===== src/bfm_ram.sv =====
`default_nettype none

module bfm_ram #(
    parameter int WIDTH = 8,
    parameter int DEPTH = 256
) (
    input  wire logic                     clk,
    input  wire logic                     we,
    input  wire logic [$clog2(DEPTH)-1:0] waddr,
    input  wire logic [WIDTH-1:0]         wdata,
    input  wire logic [$clog2(DEPTH)-1:0] raddr,
    output logic      [WIDTH-1:0]         rdata
);
    logic [WIDTH-1:0] mem [DEPTH];

    // One write port, one registered read port.
    always_ff @(posedge clk)
    begin
        if (we)
        begin
            mem[waddr] <= wdata;
        end
        rdata <= mem[raddr];
    end
endmodule

`default_nettype wire


===== config.mk =====
export PLATFORM = sky130hd
export DESIGN_NAME = bfm_ram
export DESIGN_NICKNAME = d
export VERILOG_FILES = /design/src/bfm_ram.sv
export SDC_FILE = /design/constraint.sdc
export NUM_CORES = 2
export LEC_CHECK = 0
export BUFFER_PORTS_ARGS = -buffer_cell sky130_fd_sc_hd__buf_2
export CORE_MARGIN = 2
export CORE_UTILIZATION = 45
export CTS_CLUSTER_DIAMETER = 50
export DETAILED_ROUTE_END_ITERATION = 16
export GPL_TIMING_DRIVEN = 0
export PLACE_DENSITY_LB_ADDON = 0.25
export SYNTH_ARGS = -nofsm -noshare
export SYNTH_HDL_FRONTEND = slang
export SYNTH_SLANG_ARGS = --single-unit

===== constraint.sdc =====
create_clock -name clk -period 6.2 [get_ports clk]
set_input_delay 0.31 -clock clk [delete_from_list [all_inputs] [get_ports clk]]
set_output_delay 0.31 -clock clk [all_outputs]
set_load 0.005 [all_outputs]

==> flow_summary.toml <==
[timing]
worstMarginPinSlew_ps = 1560
finalHoldViolCount = 1
fin_crit_ps = 4650
setup_violations = 0
fin_crit_sh = 0.750
setup-tns-final_ps = 0
fin_skew_ps = 52.9
maxSlewViolCount = 22
rsz0062_at_grt = "no"
holdWs_ps = -4.73
fmax_ghz = 0.215
max_slew_margin = -0.0500

[logic_synthesis]
syn-instance-count = 3733
syn_avg_cell_area_um2 = 21.3
synth.distinct_cells = 55
synth_ff_type = "edfxtp_1"
ys_seq_area_frac = 0.775
netlist_area_mm2 = 0.0796
synth_edf_count = 2048
async_reset_ff_frac = 0
yosys_warnings = 0
ys_ff_latch = 2056
syn_nets = 3759

[finish]
syn_to_final_growth_pct = 12.6
final_cell_mix = "edfxtp_1 (2,048), mux4_2 (454), nor2_1 (282)"
design_area_mm2 = 0.0896
drive_above_1_share = 0.216
nets = 4015
utilization = 0.509
layout_commonest_cell = "edfxtp_1"

[status]
outcome = "finished, violations left"
violations = "negative hold slack, max-capacitance violations, max-slew violations"

[critical_path]
cp-start-kind = "primary input"
crit_required_ps = 6790
crit_path_end_kind = "flop"
r2r-end = "rdata[5]$_DFF_P_"
reg2reg_slack_ps = 2280
arrival_ps = 5240
worstPathMaxFanout = 10
rr_worst_depth = 6
r2r-start = "mem[211][5]$_DFFE_PP_"
critPathKind = "in -> reg"

[placement]
gp_congestion = 0.922
placed_area_mm2 = 0.0830
numPortBuffers = 26
dpl.hpwl_um = 159000

[routing]
wl_per_cell_um = 36.9
drtPass1Iterations = 6
vias = 41600
viasPerCell = 6.39
drt-initial-drc-count = 7014
drc_errors = 0
drt-total-wl_um = 240000
route.antenna.remaining_nets = 0

[min_path]
hp-class = "in -> reg"
whs_path_depth = 1
holdPathEnd = "mem[71][3]$_DFFE_PP_"
hold_start = "wdata[3]"

[cts]
cts_inserted_buffers = 211
cts_tree = "done"
clockRootBuffer = "clkbuf_16"
clock_sinks = 2056
cts_buffer_depth = 3
htreeDepth = 4
clk_latency_ps = 870
clkTransAtPathRegs_ps = 60
cts_resized = 0

[global_routing]
grt_pass1_vias = 40300
antenna_found_initial = 22
grt_max_degree = 161
grt_pass1_wl_um = 329000
grt_overflow = 0
globalRouteTotalUtil = 0.267

[floorplanning]
die_y_um = 424
core_area_mm2 = 0.176
die_w_um = 424
ios = 34
fp.dieArea_mm2 = 0.180
start_util = 0.452
row_count = 154

[power]
p_per_area_mw_per_mm2 = 324
vdd_ir_drop_max_uv = 272
cellLeakagePower_nw = 27.5

[flow_run]
cap_viol_max_count = 8
==> worst max-delay path, cell delays in order <==
cell and delay [ps]:
buf_2 110, clkbuf_1 890, clkbuf_1 1030, a21oi_1 580, o32ai_1 740, nor3_1 220, nor4_1 1310
==> report_power, final <==
part           leakage [nW]  internal [mW]  switching [mW]
Clock                  3.15           6.60            5.47
Sequential             18.5           15.3         0.00868
Combinational          5.83          0.492            1.14
==> synth_stat cells (all sizes together), types with 2 or more instances <==
cell type  count  area [um^2]
nand3b         2         15.0
and2           6         37.5
nor2         282         1060
mux2i        134         1340
a221oi        14          129
a211oi        16          120
clkbuf       111          417
nand2b         8         50.1
a22oi        133          998
o221ai        47          418
o21ai         12         60.1
buf          122         1030
a31oi          2         12.5
o22ai         28          175
o22a           5         43.8
edfxtp      2048        61500
nand2         33          124
nor3          22          110
a2111oi        5         52.6
o32ai          5         51.3
a311oi         2         17.5
a21oi         96          480
nor2b         31          194
mux4         456        10300
dfxtp          8          160
nand4         10         62.6
o211ai        10         75.1
nor4          27          188
nand3         34          170
a22o           8         70.1
and3b          2         17.5
or2            4         25.0
==> sequential cells by signal, summed over array words and instances (netlist names) <==
register  count
rdata         8
mem        2048
==> per-stage QoR <==
step / total power [mW] / setup WS, ps / cells
4_1_cts: 29.1 / 1600 / 6505
6_report: 29.0 / 1550 / 6513
3_3_place_gp: 17.2 / 618 / 6099
2_1_floorplan: 16.4 / 3950 / 3733
5_1_grt: 29.6 / 1900 / 6506
3_5_place_dp: 17.2 / 672 / 6110
==> cells by family (layout without fill, tap and decap cells) <==
| family | count (synthesis) | in the layout | synth area share |
|---|---|---|---|
| AND/OR/NAND/NOR | 466 | 466 | 0.0263 |
| flip-flops | 2056 | 2056 | 0.775 |
| AO/OA/AOI/OAI | 385 | 385 | 0.0342 |
| other | 0 | 8 | 0 |
| multiplexers | 591 | 591 | 0.146 |
| buffers and inverters | 235 | 667 | 0.0183 |
==> timing repair <==
item,in CTS,in global routing
setup buffers,0,0
hold endpoints to repair,139,0
hold buffers,6,0
==> layout make-up <==
| cell class | count | area, um^2 |
|---|---|---|
| Fill cell | 13900 | 86300 |
| Sequential cell | 2056 | 61700 |
| Multi-Input combinational cell | 1442 | 16400 |
| Clock buffer | 276 | 5550 |
| Tap cell | 2340 | 2930 |
| Buffer | 233 | 1480 |
| Clock inverter | 113 | 972 |
| Timing Repair Buffer | 43 | 551 |
| Antenna cell | 8 | 20.0 |
| Inverter | 2 | 7.51 |
==> worst max-delay path by stage <==
| stage | startpoint | to | slack (ps) |
|---|---|---|---|
| after floorplan | raddr[0] | rdata[2]$_DFF_P_ | 3950 |
| after global placement | raddr[3] | rdata[1]$_DFF_P_ | 620 |
| after detailed placement | raddr[4] | rdata[4]$_DFF_P_ | 670 |
| after CTS | raddr[4] | rdata[4]$_DFF_P_ | 1600 |
| after global routing | raddr[3] | rdata[3]$_DFF_P_ | 1900 |
| final | raddr[3] | rdata[5]$_DFF_P_ | 1550 |
==> metal layers <==
layer	global-route usage	vias to the layer above	routed length [um]	part of all wire
li1	-	16200	-	-
met1	0.377	22200	92800	0.39
met2	0.396	2707	109000	0.45
met3	0.0660	447	27300	0.11
met4	0.118	10	11100	0.046
met5	0	-	62	0.00026
Note: power is estimated with default switching activity, not from simulation.
