**src/bfm_pkg.sv**
```systemverilog
`default_nettype none

package bfm_pkg;

    // Frame and line store geometry.
    localparam int MAX_WIDTH  = 2048;
    localparam int MAX_HEIGHT = 2048;
    localparam int LINES      = 16;
    localparam int COL_W      = $clog2(MAX_WIDTH);
    localparam int ROW_W      = $clog2(MAX_HEIGHT);
    localparam int LINE_W     = $clog2(LINES);
    localparam int ADDR_W     = LINE_W + COL_W;
    localparam int DEPTH      = LINES * MAX_WIDTH;
    localparam int DIM_W      = COL_W + 1;
    localparam int POS_W      = COL_W + ROW_W + 1;
    localparam int LAG_W      = DIM_W + 3;
    localparam int SUM_W      = 16;
    localparam int AREA_W     = 8;
    localparam int PIX_W      = 8;
    localparam int CFG_W      = 12;
    localparam int IDX_W      = 3;
    localparam int COORD_W    = DIM_W + 2;

    // Item commands.
    localparam logic CMD_PIXEL = 1'b0;
    localparam logic CMD_FLUSH = 1'b1;

    // Configuration register indexes.
    localparam logic [IDX_W-1:0] REG_IMG_WIDTH     = 3'd0;
    localparam logic [IDX_W-1:0] REG_IMG_HEIGHT    = 3'd1;
    localparam logic [IDX_W-1:0] REG_KERNEL_WIDTH  = 3'd2;
    localparam logic [IDX_W-1:0] REG_KERNEL_HEIGHT = 3'd3;

    // Sequencer states.
    typedef enum logic [4:0] {
        ST_IDLE  = 5'b00001,
        ST_READ  = 5'b00010,
        ST_DRAIN = 5'b00100,
        ST_DIV   = 5'b01000,
        ST_OUT   = 5'b10000
    } state_t;

    // Mirror a coordinate into 0..n-1 without repeating the edge.
    function automatic logic [COL_W-1:0] mirror101(
        input logic signed [COORD_W-1:0] i,
        input logic        [DIM_W-1:0]   n
    );
        logic signed [COORD_W-1:0] a;
        logic signed [COORD_W-1:0] ns;
        a  = (i < 0) ? -i : i;
        ns = $signed({2'b00, n});
        if (a >= ns)
        begin
            a = (ns <<< 1) - COORD_W'(2) - a;
        end
        if (a < 0)
        begin
            a = '0;
        end
        if (a > ns - COORD_W'(1))
        begin
            a = ns - COORD_W'(1);
        end
        return a[COL_W-1:0];
    endfunction

endpackage

`default_nettype wire

```
**src/bfm_div.sv**
```systemverilog
`default_nettype none

module bfm_div (
    input  wire logic                          clk,
    input  wire logic                          rst_n,
    input  wire logic                          start,
    input  wire logic [bfm_pkg::SUM_W-1:0]     num,
    input  wire logic [bfm_pkg::AREA_W-1:0]    den,
    output logic                               done,
    output logic [bfm_pkg::PIX_W-1:0]          quo
);
    import bfm_pkg::*;

    logic              busy_reg, busy_next;
    logic              done_reg, done_next;
    logic [3:0]        cnt_reg, cnt_next;
    logic [AREA_W-1:0] rem_reg, rem_next;
    logic [SUM_W-1:0]  q_reg, q_next;
    logic [AREA_W-1:0] den_reg, den_next;
    logic [AREA_W:0]   trial;
    logic [AREA_W:0]   diff;

    // One quotient bit per cycle, restoring division.
    always_comb
    begin
        busy_next = busy_reg;
        done_next = 1'b0;
        cnt_next  = cnt_reg;
        rem_next  = rem_reg;
        q_next    = q_reg;
        den_next  = den_reg;
        trial     = {rem_reg, q_reg[SUM_W-1]};
        diff      = trial - {1'b0, den_reg};
        if (start)
        begin
            busy_next = 1'b1;
            cnt_next  = '0;
            rem_next  = '0;
            q_next    = num;
            den_next  = den;
        end
        else if (busy_reg)
        begin
            // The partial remainder always stays below the divisor.
            if (trial >= {1'b0, den_reg})
            begin
                rem_next = diff[AREA_W-1:0];
                q_next   = {q_reg[SUM_W-2:0], 1'b1};
            end
            else
            begin
                rem_next = trial[AREA_W-1:0];
                q_next   = {q_reg[SUM_W-2:0], 1'b0};
            end
            cnt_next = cnt_reg + 4'd1;
            if (cnt_reg == 4'd15)
            begin
                busy_next = 1'b0;
                done_next = 1'b1;
            end
        end
    end

    always_ff @(posedge clk or negedge rst_n)
    begin
        if (!rst_n)
        begin
            busy_reg <= 1'b0;
            done_reg <= 1'b0;
            cnt_reg  <= '0;
        end
        else
        begin
            busy_reg <= busy_next;
            done_reg <= done_next;
            cnt_reg  <= cnt_next;
        end
    end

    always_ff @(posedge clk)
    begin
        rem_reg <= rem_next;
        q_reg   <= q_next;
        den_reg <= den_next;
    end

    assign done = done_reg;
    assign quo  = q_reg[PIX_W-1:0];
endmodule

`default_nettype wire

```
**config.mk**
```make
export PLATFORM = sky130hd
export DESIGN_NAME = bfm_div
export DESIGN_NICKNAME = d
export VERILOG_FILES = /design/src/bfm_pkg.sv /design/src/bfm_div.sv
export SDC_FILE = /design/constraint.sdc
export NUM_CORES = 1
export LEC_CHECK = 0
export ABC_AREA = 1
export CAP_MARGIN = 20
export CELL_PAD_IN_SITES_DETAIL_PLACEMENT = 0
export CELL_PAD_IN_SITES_GLOBAL_PLACEMENT = 1
export CORE_AREA = 4 4 84 86
export DETAILED_ROUTE_END_ITERATION = 7
export DIE_AREA = 0 0 88 90
export DONT_BUFFER_PORTS = 1
export GPL_TIMING_DRIVEN = 0
export HOLD_SLACK_MARGIN = 0.15
export PLACE_DENSITY_LB_ADDON = 0.1
export SKIP_CTS_REPAIR_TIMING = 1
export SLEW_MARGIN = 20
export SYNTH_ARGS = -nofsm -noshare
export SYNTH_HDL_FRONTEND = slang
export SYNTH_SLANG_ARGS = --single-unit
```
**constraint.sdc**
```tcl
create_clock -name clk -period 1.99 [get_ports clk]
set_input_delay 0.0995 -clock clk [delete_from_list [all_inputs] [get_ports clk]]
set_output_delay 0.0995 -clock clk [all_outputs]
set_load 0.01 [all_outputs]
```
==> summary.json <==
{
  "arrival_ns": 1.72,
  "post_synth_instance_area_um2": 2150,
  "grt_use_total_pct": 12.9,
  "critical_path.slowest_cell": "sky130_fd_sc_hd__dlygate4sd3_1",
  "max-slew-margin-rel_pct": 56.6,
  "hold-path-cell-count": 3,
  "htree_levels": 2,
  "clock_tree.buffer_depth": 2,
  "synth_cells": 257,
  "routed_wire_length_per_instance_um": 12.7,
  "clock-skew-final_ns": 0.0102,
  "tns_ns": 0,
  "clock_insertion_delay_at_the_later_pin_of_the_skew_report_ns": 0.29,
  "period_needed_ns": 1.80,
  "grt_pass1_wl_um": 8040,
  "placement.setup.worst_slack_ns": 0.0753,
  "synthDistinctLibCells": 34,
  "die_h_um": 90,
  "path_depth": 3,
  "setup_crit_end": "q_reg[0]",
  "via_count_of_the_first_global_routing_pass": 1687,
  "die_span_in_x_um": 88,
  "synthesis.yosys.warnings": 0,
  "post_route_cells_drive_above_1_share_pct": 11.0,
  "cell_count_of_the_worst_reg_to_reg_path": 9,
  "path_buf_inv": 2,
  "synth.ff_latch_count": 38,
  "port_buffers": 0,
  "irDropWorstVdd_uv": 368,
  "worstPathRequired_ns": 1.91,
  "maximum_fanout_count_along_the_critical_path": 17,
  "area_growth_pct": 21.0,
  "cts_tree": "done",
  "syn_avg_cell_area_um2": 8.36,
  "place_hpwl_um": 3460,
  "synth.net_count": 294,
  "die_area_um2": 7920,
  "crit_family": "buffers and inverters",
  "layout_commonest_cell": "sky130_fd_sc_hd__nand2_1",
  "fillerInstances": 661,
  "max_cap_viol_count": 0,
  "post-route-period-util_pct": 90.5,
  "count_of_pins_over_their_slew_limit": 0,
  "number_of_cts_inserted_buffers": 5,
  "clk_pin_slew_ns": 0.08,
  "multi_input_area_um2": 915,
  "cp-startpoint": "start",
  "path_cells": "dlygate4sd3_1 -> nor2_2 -> inv_1",
  "area.sequential_um2": 1030,
  "critical_path.startpoint_type": "input pin",
  "power_density_nw_per_um2": 996,
  "drtAntennaViolNets": 0,
  "finalNetCount": 328,
  "rows": 29,
  "regToRegSetupSlack_ns": 0.27,
  "hp-class": "in2reg",
  "finish.cell_count_without_fillers": 369,
  "timing.final.ws_setup_ns": 0.189,
  "worst_r2r_startpoint": "den_reg[5]",
  "cts.sinks": 38,
  "timing.rr.end": "rem_reg[4]",
  "dp_cells": 334,
  "detail_route.iter0.violations": 48,
  "crit_type": "in2reg",
  "run_status": "completed",
  "max_slew.worst_pin.slew_ns": 0.650,
  "total_leakage_power_nw": 1.26,
  "largest_net_degree_at_the_start_of_global_routing": 18,
  "drt_pass1_iterations": 4,
  "final_antenna_diode_count": 0,
  "routed-via-count": 1717,
  "grt_antenna_before_repair": 0,
  "sequential_fraction_of_the_synthesis_area_pct": 48.0,
  "hold_violations": 0,
  "largest_register_ffs": 16,
  "crit_path_end_kind": "flop",
  "timing.critical_path.slowest_cell_delay_ns": 0.87,
  "post_drt_via_cell_ratio": 4.65,
  "ctsRootBufferMaster": "sky130_fd_sc_hd__clkbuf_8",
  "drt-total-wl_um": 4690,
  "pin_count": 36,
  "setup_viol": 0,
  "drc_errors": 0,
  "last_weighted_congestion_value_of_the_routability_driven_placer": 0.719,
  "globalRouteOverflowTotal": 0,
  "top_library_cells_by_usage_in_the_layout_fill_and_taps_aside": "sky130_fd_sc_hd__nand2_1, sky130_fd_sc_hd__inv_1, sky130_fd_sc_hd__dlygate4sd3_1",
  "clock.fmax_ghz": 0.555,
  "rsz0062_at_grt": "no",
  "floorplan.initialDensity_pct": 34.2,
  "placeableCoreArea_um2": 6280
}
-- worst min-delay path by stage --
| stage | startpoint | endpoint |
|---|---|---|
| global placement | rst_n | cnt_reg[0] |
| finish | start | done |
| global route | start | q_reg[1] |
| detailed placement | rst_n | cnt_reg[0] |
| CTS | rst_n | cnt_reg[2] |
| floorplan | rst_n | busy_reg |
-- power by group --
group / internal, mW / leakage (nW) / switching (mW)
Clock: 0.243 / 0.0450 / 0.268
Combinational: 0.442 / 0.820 / 0.606
Sequential: 0.964 / 0.396 / 0.0693
Total: 1.65 / 1.26 / 0.943
-- cells by family after synthesis --
logic type                 synth area share, %
AOI/OAI and AO/OA                         2.50
and+or+nand+nor                           32.5
xor gates and xnor gates                  1.22
DFF                                       48.0
adders and majority gates                 6.17
buffers and inverters                     9.60
-- metrics by stage --
step | hold slack (ns) | power, mW | util, % | cell area (um^2)
5_1_grt | 0.225 | 2.83 | 41.4 | 2600
2_1_floorplan | -0.196 | 1.85 | - | 2150
4_1_cts | -0.511 | 2.58 | 37.1 | 2330
6_report | 0.176 | 2.59 | 41.4 | 2600
3_5_place_dp | -0.196 | 2.06 | 35.8 | 2250
3_3_place_gp | -0.196 | 2.07 | 35.8 | 2250
-- area by class of cell --
type	instances	area share [%]
clock inverters	2	0.385
plain buffers	12	3.32
multi-input cells	175	35.2
inverters	32	4.62
well taps	77	3.70
flip-flops and latches	38	39.6
clock buffers	6	2.79
repair buffers	27	10.4
-- synth_stat cells, drive strengths merged --
library cell  instances  area, um^2
a31oi                 2        12.5
clkinv                1        3.75
and2                  1        8.76
ha                    9         113
nand4                 3        25.0
nand2               104         395
edfxtp               24         721
dfxtp                 8         160
o21bai                1        7.51
nor2                 12        52.6
nor3                  6        41.3
inv                  31         116
o21ai                 2        10.0
fa                    1        20.0
dfrtp                 6         150
nand3b                6        57.6
or2                   2        12.5
a21oi                 4        23.8
nor4                  1        6.26
clkbuf                2        7.51
xor2                  2        17.5
xnor2                 1        8.76
buf                  10        78.8
nand3                18         100
-- worst min-delay path: stages --
cell and delay, ns:
sky130_fd_sc_hd__clkinv_1 0.15, sky130_fd_sc_hd__nand2_1 0.08, sky130_fd_sc_hd__nor2_1 0.09
-- routing by layer --
layer  GRT usage [%]  wire [um]  vias up
met5               0          0        -
met4            3.45         42        0
met3            4.30        251        4
met2            19.4       2150       41
met1            17.5       2250      789
li1                -          -      883
No activity file was read; power rests on OpenSTA's default activity.
